===== src/hdl/mscl_pkg.sv =====
// Shared types, signature tables and a helper function for the magic signature classifier.
package mscl_pkg;

    localparam int unsigned POS_W    = 10;
    localparam int unsigned FLAG_N   = 12;
    localparam logic [POS_W-1:0] POS_MAX = 10'd1023;

    // Flag positions in the signature flag vector.
    localparam int unsigned F_7Z   = 0;
    localparam int unsigned F_RAR5 = 1;
    localparam int unsigned F_RAR4 = 2;
    localparam int unsigned F_XAR  = 3;
    localparam int unsigned F_DMG  = 4;
    localparam int unsigned F_PDF  = 5;
    localparam int unsigned F_RPM  = 6;
    localparam int unsigned F_SWFC = 7;
    localparam int unsigned F_SWFF = 8;
    localparam int unsigned F_RTF  = 9;
    localparam int unsigned F_MSI  = 10;
    localparam int unsigned F_EPUB = 11;

    localparam logic [7:0] NEWLINE = 8'h0A;

    localparam logic [7:0] SIG_7Z   [6] = '{8'h37, 8'h7A, 8'hBC, 8'hAF, 8'h27, 8'h1C};
    localparam logic [7:0] SIG_RAR5 [8] = '{8'h52, 8'h61, 8'h72, 8'h21,
                                            8'h1A, 8'h07, 8'h01, 8'h00};
    localparam logic [7:0] SIG_RAR4 [7] = '{8'h52, 8'h61, 8'h72, 8'h21,
                                            8'h1A, 8'h07, 8'h00};
    localparam logic [7:0] SIG_XAR  [4] = '{8'h78, 8'h61, 8'h72, 8'h21};
    localparam logic [7:0] SIG_DMG  [4] = '{8'h6B, 8'h6F, 8'h6C, 8'h79};
    localparam logic [7:0] SIG_PDF  [5] = '{8'h25, 8'h50, 8'h44, 8'h46, 8'h2D};
    localparam logic [7:0] SIG_RPM  [4] = '{8'hED, 8'hAB, 8'hEE, 8'hDB};
    localparam logic [7:0] SIG_SWFC [3] = '{8'h43, 8'h57, 8'h53};
    localparam logic [7:0] SIG_SWFF [3] = '{8'h46, 8'h57, 8'h53};
    localparam logic [7:0] SIG_RTF  [5] = '{8'h7B, 8'h5C, 8'h72, 8'h74, 8'h66};
    localparam logic [7:0] SIG_MSI  [9] = '{8'h53, 8'h5A, 8'h44, 8'h44, 8'h88,
                                            8'hF0, 8'h27, 8'h33, 8'h41};
    localparam logic [7:0] SIG_EPUB_HEAD [4] = '{8'h50, 8'h4B, 8'h03, 8'h04};
    localparam logic [7:0] SIG_EPUB_TAIL [28] = '{
        8'h6D, 8'h69, 8'h6D, 8'h65, 8'h74, 8'h79, 8'h70, 8'h65,
        8'h61, 8'h70, 8'h70, 8'h6C, 8'h69, 8'h63, 8'h61, 8'h74,
        8'h69, 8'h6F, 8'h6E, 8'h2F, 8'h65, 8'h70, 8'h75, 8'h62,
        8'h2B, 8'h7A, 8'h69, 8'h70};
    localparam logic [POS_W-1:0] EPUB_TAIL_START = 10'd30;
    localparam logic [POS_W-1:0] EPUB_TAIL_END   = 10'd58;

    typedef enum logic [3:0] {
        FT_NONE = 4'd0,
        FT_7Z   = 4'd1,
        FT_RAR  = 4'd2,
        FT_XAR  = 4'd3,
        FT_DMG  = 4'd4,
        FT_PDF  = 4'd5,
        FT_RPM  = 4'd6,
        FT_SWF  = 4'd7,
        FT_RTF  = 4'd8,
        FT_MSI  = 4'd9,
        FT_EPUB = 4'd10
    } t_file_type;

    // Per-file tracking state.
    typedef struct packed {
        logic [POS_W-1:0]  pos;
        logic [FLAG_N-1:0] flags;
        logic              nl_seen;
        logic [7:0]        sz_major;
        logic [7:0]        sz_minor;
        logic [15:0]       xar_size;
        logic [15:0]       xar_ver;
        logic [31:0]       dmg_ver;
        logic [31:0]       dmg_size;
    } t_track;

    typedef struct packed {
        t_file_type  file_type;
        logic [31:0] version_major;
        logic [7:0]  version_minor;
    } t_result;

    localparam t_track TRACK_RESET = '{
        pos: '0, flags: '1, nl_seen: 1'b0, sz_major: '0, sz_minor: '0,
        xar_size: '0, xar_ver: '0, dmg_ver: '0, dmg_size: '0};

    // Returns a mask of the signature flags that the byte at position p rules out.
    function automatic logic [FLAG_N-1:0] f_clear_mask(input logic [POS_W-1:0] p,
                                                       input logic [7:0] b);
        logic [FLAG_N-1:0] m;
        logic [POS_W-1:0]  off;
        m   = '0;
        off = p - EPUB_TAIL_START;
        if (p < 10'd6 && SIG_7Z[p[2:0]]   != b) m[F_7Z]   = 1'b1;
        if (p < 10'd8 && SIG_RAR5[p[2:0]] != b) m[F_RAR5] = 1'b1;
        if (p < 10'd7 && SIG_RAR4[p[2:0]] != b) m[F_RAR4] = 1'b1;
        if (p < 10'd4 && SIG_XAR[p[1:0]]  != b) m[F_XAR]  = 1'b1;
        if (p < 10'd4 && SIG_DMG[p[1:0]]  != b) m[F_DMG]  = 1'b1;
        if (p < 10'd5 && SIG_PDF[p[2:0]]  != b) m[F_PDF]  = 1'b1;
        if (p < 10'd4 && SIG_RPM[p[1:0]]  != b) m[F_RPM]  = 1'b1;
        if (p < 10'd3 && SIG_SWFC[p[1:0]] != b) m[F_SWFC] = 1'b1;
        if (p < 10'd3 && SIG_SWFF[p[1:0]] != b) m[F_SWFF] = 1'b1;
        if (p < 10'd5 && SIG_RTF[p[2:0]]  != b) m[F_RTF]  = 1'b1;
        if (p < 10'd9 && SIG_MSI[p[3:0]]  != b) m[F_MSI]  = 1'b1;
        if (p < 10'd4 && SIG_EPUB_HEAD[p[1:0]] != b) m[F_EPUB] = 1'b1;
        if (p >= EPUB_TAIL_START && p < EPUB_TAIL_END && SIG_EPUB_TAIL[off[4:0]] != b)
            m[F_EPUB] = 1'b1;
        return m;
    endfunction

endpackage


===== src/hdl/mscl_tracker.sv =====
// Per-file state registers and the byte-by-byte update of flags and header fields.
module mscl_tracker (
    input  logic                        i_clk,
    input  logic                        i_rst_n,
    input  logic                        i_step,
    input  logic [7:0]                  i_byte,
    input  logic                        i_last,
    output mscl_pkg::t_track            o_next
);
    import mscl_pkg::*;

    t_track r_state;
    t_track n_state;

    // Updated state including the byte now presented.
    always_comb begin
        logic [POS_W-1:0] p;
        p       = r_state.pos;
        n_state = r_state;
        n_state.flags = r_state.flags & ~f_clear_mask(p, i_byte);
        if (i_byte == NEWLINE) n_state.nl_seen = 1'b1;
        if (p == 10'd6) n_state.sz_major = i_byte;
        if (p == 10'd7) n_state.sz_minor = i_byte;
        if (p == 10'd4 || p == 10'd5) n_state.xar_size = {r_state.xar_size[7:0], i_byte};
        if (p == 10'd6 || p == 10'd7) n_state.xar_ver  = {r_state.xar_ver[7:0], i_byte};
        if (p >= 10'd4 && p < 10'd8)  n_state.dmg_ver  = {r_state.dmg_ver[23:0], i_byte};
        if (p >= 10'd8 && p < 10'd12) n_state.dmg_size = {r_state.dmg_size[23:0], i_byte};
        if (p != POS_MAX) n_state.pos = p + 10'd1;
    end

    assign o_next = n_state;

    always_ff @(posedge i_clk) begin
        if (!i_rst_n) begin
            r_state <= TRACK_RESET;
        end else if (i_step) begin
            // The last byte of a file closes it; the next byte starts a new one.
            r_state <= i_last ? TRACK_RESET : n_state;
        end
    end

endmodule


===== src/hdl/mscl_classify.sv =====
// Priority decision that names the first matching file type from the updated state.
module mscl_classify (
    input  mscl_pkg::t_track  i_track,
    output mscl_pkg::t_result o_result
);
    import mscl_pkg::*;

    // pos is the byte count, saturated at a value above every length bound.
    always_comb begin
        logic [POS_W-1:0] len;
        len = i_track.pos;
        o_result = '{file_type: FT_NONE, version_major: '0, version_minor: '0};
        priority if (i_track.flags[F_7Z] && len >= 10'd8) begin
            o_result.file_type     = FT_7Z;
            o_result.version_major = {24'd0, i_track.sz_major};
            o_result.version_minor = i_track.sz_minor;
        end else if (i_track.flags[F_RAR5] && len >= 10'd8) begin
            o_result.file_type     = FT_RAR;
            o_result.version_major = 32'd5;
        end else if (i_track.flags[F_RAR4] && len >= 10'd7) begin
            o_result.file_type     = FT_RAR;
            o_result.version_major = 32'd4;
        end else if (i_track.flags[F_XAR] && len >= 10'd28 && i_track.xar_size >= 16'd28) begin
            o_result.file_type     = FT_XAR;
            o_result.version_major = {16'd0, i_track.xar_ver};
        end else if (i_track.flags[F_DMG] && len >= 10'd512
                     && i_track.dmg_size == 32'd512) begin
            o_result.file_type     = FT_DMG;
            o_result.version_major = i_track.dmg_ver;
        end else if (i_track.flags[F_PDF] && len >= 10'd8 && i_track.nl_seen) begin
            o_result.file_type = FT_PDF;
        end else if (i_track.flags[F_RPM] && len >= 10'd4) begin
            o_result.file_type = FT_RPM;
        end else if ((i_track.flags[F_SWFC] || i_track.flags[F_SWFF]) && len >= 10'd3) begin
            o_result.file_type = FT_SWF;
        end else if (i_track.flags[F_RTF] && len >= 10'd5) begin
            o_result.file_type = FT_RTF;
        end else if (i_track.flags[F_MSI] && len >= 10'd9) begin
            o_result.file_type = FT_MSI;
        end else if (i_track.flags[F_EPUB] && len >= 10'd58) begin
            o_result.file_type = FT_EPUB;
        end else begin
            o_result.file_type = FT_NONE;
        end
    end

endmodule


===== src/hdl/magic_signature_file_classifier_core.sv =====
// Top level of the magic signature file classifier: input stage, tracker, classifier, output register.
// A last byte's word is held in the input stage, then its result is registered and shown on m_tvalid.
// Throughput: one byte word per cycle; the input stage and the result register are separate,
// so bytes keep flowing while a finished result waits on m_tready.
// Only a stalled result blocks a following last byte; other bytes pass the stalled result.
// Reset (i_rst_n low, synchronous) empties both stages and returns the file state to offset zero.
module magic_signature_file_classifier_core (
    input  logic        i_clk,
    input  logic        i_rst_n,
    // Slave side: one file byte per word.
    input  logic        s_tvalid,
    output logic        s_tready,
    input  logic [7:0]  s_tdata,   // [7:0] byte_value
    input  logic        s_tlast,   // last_byte
    // Master side: one result word per file.
    output logic        m_tvalid,
    input  logic        m_tready,
    output logic [47:0] m_tdata    // [3:0] file_type, [35:4] version_major,
                                   // [43:36] version_minor, [47:44] zero
);
    import mscl_pkg::*;

    // Input stage holds one byte word.
    logic       r_in_valid;
    logic [7:0] r_in_byte;
    logic       r_in_last;

    // Result register.
    logic       r_out_valid;
    t_result    r_out_result;

    logic       w_adv;
    logic       w_load;
    t_track     w_next;
    t_result    w_result;

    // A byte leaves the input stage when it is not a last byte, or when the
    // result register is free or being emptied in this cycle.
    assign w_adv    = r_in_valid && (!r_in_last || !r_out_valid || m_tready);
    assign w_load   = w_adv && r_in_last;
    assign s_tready = !r_in_valid || w_adv;

    always_ff @(posedge i_clk) begin
        if (!i_rst_n) begin
            r_in_valid <= 1'b0;
        end else if (s_tready) begin
            r_in_valid <= s_tvalid;
        end
    end

    always_ff @(posedge i_clk) begin
        if (s_tvalid && s_tready) begin
            r_in_byte <= s_tdata;
            r_in_last <= s_tlast;
        end
    end

    mscl_tracker u_tracker (
        .i_clk   (i_clk),
        .i_rst_n (i_rst_n),
        .i_step  (w_adv),
        .i_byte  (r_in_byte),
        .i_last  (r_in_last),
        .o_next  (w_next)
    );

    mscl_classify u_classify (
        .i_track  (w_next),
        .o_result (w_result)
    );

    // The result register fills on a last byte and drains when the sink takes it.
    always_ff @(posedge i_clk) begin
        if (!i_rst_n) begin
            r_out_valid <= 1'b0;
        end else if (w_load) begin
            r_out_valid <= 1'b1;
        end else if (m_tready) begin
            r_out_valid <= 1'b0;
        end
    end

    always_ff @(posedge i_clk) begin
        if (w_load) begin
            r_out_result <= w_result;
        end
    end

    assign m_tvalid = r_out_valid;
    assign m_tdata  = {4'd0, r_out_result.version_minor, r_out_result.version_major,
                       r_out_result.file_type};

endmodule


===== config.mk =====
export PLATFORM = sky130hd
export DESIGN_NAME = magic_signature_file_classifier_core
export DESIGN_NICKNAME = d
export VERILOG_FILES = /design/src/hdl/mscl_pkg.sv /design/src/hdl/mscl_tracker.sv /design/src/hdl/mscl_classify.sv /design/src/hdl/magic_signature_file_classifier_core.sv
export SDC_FILE = /design/constraint.sdc
export NUM_CORES = 1
export LEC_CHECK = 0
export BUFFER_PORTS_ARGS = -buffer_cell sky130_fd_sc_hd__buf_2
export CAP_MARGIN = 15
export CORE_UTILIZATION = 24
export CTS_BUF_LIST = sky130_fd_sc_hd__clkbuf_4
export CTS_CLUSTER_SIZE = 25
export DETAILED_ROUTE_END_ITERATION = 6
export GPL_TIMING_DRIVEN = 0
export PLACE_DENSITY_LB_ADDON = 0.12
export SYNTH_ARGS = -nofsm -noshare
export SYNTH_HDL_FRONTEND = slang
export SYNTH_SLANG_ARGS = --single-unit

===== constraint.sdc =====
create_clock -name i_clk -period 8.85 [get_ports i_clk]
set_input_delay 0.4425 -clock i_clk [delete_from_list [all_inputs] [get_ports i_clk]]
set_output_delay 0.4425 -clock i_clk [all_outputs]
set_load 0.005 [all_outputs]

==> results.toml <==
[route]
routedWlPerCell_um = 21.3
drtIter0Drc = 778
via_per_inst = 5.15
drc = 0
wl_um = 38600
antenna_left = 0
detail_route.first_pass.iterations = 5
vias = 9339

[place]
hpwlAfterDp_um = 27900
placedCellCount = 1769
place_congestion = 0.878
port_buffers = 58

[sta]
relSlewSlack = 0.277
drv_slew = 0
finalCriticalPeriod_ps = 5210
grt_setup_unrepaired = "no"
tns_ps = 0
finalCritPeriodShare = 0.589
worst_slew_pin_slew_ps = 1080
fmax_mhz = 192
skew_ps = 30.7
setup_violations = 0
final_hold_viol_count = 0

[global_routing]
antenna_found_initial = 2
grt_overflow = 0
grt_max_degree = 30
met3_usage = 0.0319
busiest_layer = "met2"
grt_pass1_wl_um = 58200
use_met2 = 0.265
grt.total_usage = 0.177
grt_pass1_vias = 8891
use_met1 = 0.257

[cts]
cts_inserted_buffers = 17
clock_sinks = 190
clock_path_buffers = 2
clockRootBuffer = "clkbuf_4"
cts_tree = "built"
clkTransAtPathRegs_ps = 180
post_cts_buffers = 0
clk-insertion-delay-late_ps = 640
ctsHtreeMaxLevel = 4

[synth]
ys_types = 81
async_flop_share = 0
netlist.area_leader.share = 0.265
ys_seq_area_frac = 0.419
netlist_instances = 1166
synth_area_leaders = "dfxtp_1 26%, edfxtp_1 15%, a22oi_1 8.3%, nor2b_1 7.8%, nand2_1 4.1%"
synth_edf_count = 53
synth_common_cells = "137 x dfxtp_1, 129 x nor2b_1, 115 x a22oi_1"
syn_avg_cell_area_um2 = 8.88
yosysMostFrequentCell = "dfxtp_1"
netlist_area_mm2 = 0.0104
synth_largest_area_cell = "dfxtp_1"
ys_seq_elements = 190
yosysWarnings = 0
synth_ff_type = "dfxtp_1"

[die]
die_height_um = 210
initial_core_util = 0.245
rows = 75
core_area_mm2 = 0.0422
ioPinCount = 63
design.die.area_mm2 = 0.0440
die_w_um = 210

[critical_path]
worstSetupPathType = "flop to flop"
cp_slowest_cell = "o32ai_1"
critPathArrivalTime_ps = 5570
cp-start-kind = "flop"
required_ps = 9210
slowest_delay_ps = 640
crit_chain = "buf_2, clkbuf_1, inv_1, ha_1, clkbuf_1, xnor2_1, a21oi_1, or3_1, o32ai_1, nand2_1, o211ai_1, buf_2, o22a_1, o21ai_0"
cp_max_fo = 10
cp-end-kind = "flop"

[power_and_ir_drop]
power.density_mw_per_mm2 = 133
leakage_nw = 3.87
ir_worst_vdd_v = 0.0000610

[final_layout]
area_delta_synth_final_pct = 13.5
seq_area_mm2 = 0.00433
final.fill_count = 4572
utilization = 0.278
drive_gt1_frac = 0.113
multi_input_area_mm2 = 0.00554
nets = 1284
fin_cells = 1812

[min_path]
hp-class = "input port to flop"

[run]
maxCapViolations = 0

[outcome]
status = "finished, final reports clean"
==> logic make-up (layout without fill, tap and decap cells) <==
| kind of cell | count (synthesis) | in the layout | synth area share |
|---|---|---|---|
| AND/OR/NAND/NOR | 427 | 427 | 0.221 |
| other | 1 | 6 | 0.000362 |
| AO/OA/AOI/OAI | 337 | 337 | 0.224 |
| multiplexers | 38 | 38 | 0.0372 |
| flip-flops | 190 | 190 | 0.419 |
| XOR/XNOR | 42 | 42 | 0.0355 |
| adder cells (fa/ha/maj) | 13 | 13 | 0.0157 |
| buffers and inverters | 118 | 220 | 0.0480 |
==> critical path, delay by kind of cell, from the launching register on <==
family / cells / cell delay [ps]
AOI/OAI and AO/OA: 5 / 1290
xor gates and xnor gates: 1 / 450
adders and majority gates: 1 / 260
buffers and inverters: 5 / 1630
DFF: 1 / 620
and+or+nand+nor: 2 / 670
==> area by class of cell <==
class / instances / share of cell area
diodes: 2 / 0.000426
plain buffers: 100 / 0.0365
clock buffers: 19 / 0.0121
clock inverters: 13 / 0.0122
inverters: 18 / 0.00575
multi-input cells: 861 / 0.472
flip-flops and latches: 190 / 0.369
well taps: 539 / 0.0574
repair buffers: 70 / 0.0351
==> final timing paths <==
path                                        from                             endpoint  slack (ps)  cells after the start
max          u_tracker.r_state[126]$_SDFFE_PN0P_                 m_tdata[9]$_DFFE_PP_        3640                     14
min                                     s_tvalid              r_in_valid$_SDFFE_PN0N_         120                      3
max reg2reg  u_tracker.r_state[126]$_SDFFE_PN0P_                 m_tdata[9]$_DFFE_PP_        3640                     14
min reg2reg  u_tracker.r_state[119]$_SDFFE_PN1P_  u_tracker.r_state[119]$_SDFFE_PN1P_         490                      2
==> power by group <==
group	internal [W]	switching (W)	total [W]
Combinational	0.0000456	0.0000967	0.000142
Clock	0.000158	0.000349	0.000507
Sequential	0.000901	0.00000786	0.000909
==> state kept, by name (all words and copies together), names as in the netlist <==
signal / cells
u_tracker.r_state: 135
m_tdata: 44
r_in_byte: 8
m_tvalid: 1
r_in_last: 1
r_in_valid: 1
==> per-stage QoR <==
stage | setup slack (ps) | instance area, um^2 | hold WS (ps) | total power, W
floorplan | 5310 | 10400 | 418 | 0.00101
global placement | 3590 | 11300 | 442 | 0.00107
detailed placement | 3760 | 11400 | 451 | 0.00107
CTS | 3730 | 11700 | 77.1 | 0.00158
global route | 3420 | 11800 | 121 | 0.00162
finish | 3640 | 11800 | 124 | 0.00156
==> what timing repair did <==
action | CTS | global route
hold buffers | 9 | 0
gates resized for setup | 0 | 0
hold endpoints to repair | 9 | 0
==> layout by cell type (no fill, tap or decap), types with 6 or more instances in the layout <==
| master | n |
|---|---|
| clkbuf_1 | 62 |
| nor4_1 | 16 |
| nand2_1 | 112 |
| dlygate4sd3_1 | 9 |
| o21ai_1 | 9 |
| buf_4 | 6 |
| a31oi_1 | 12 |
| and3_1 | 11 |
| nor3_1 | 15 |
| o211ai_1 | 11 |
| o21ai_0 | 35 |
| o21a_1 | 7 |
| buf_2 | 81 |
| nand3_1 | 24 |
| and2_1 | 9 |
| o22a_1 | 7 |
| nor2b_1 | 129 |
| xnor2_1 | 23 |
| dfxtp_1 | 137 |
| ha_1 | 13 |
| nand3b_1 | 6 |
| xor2_1 | 19 |
| o32ai_1 | 6 |
| inv_1 | 17 |
| mux2i_1 | 34 |
| nand2b_1 | 6 |
| nor2_1 | 55 |
| clkbuf_4 | 19 |
| a21oi_1 | 70 |
| a22oi_1 | 115 |
| buf_1 | 10 |
| nand4_1 | 12 |
| edfxtp_1 | 53 |
==> routing by layer <==
layer  vias to the layer above  share of wire
li1                       4449              -
met1                      4568           0.50
met2                       280           0.43
met3                        42          0.048
met4                         0          0.019
met5                         -              0
(Power assumes the default switching activity.)
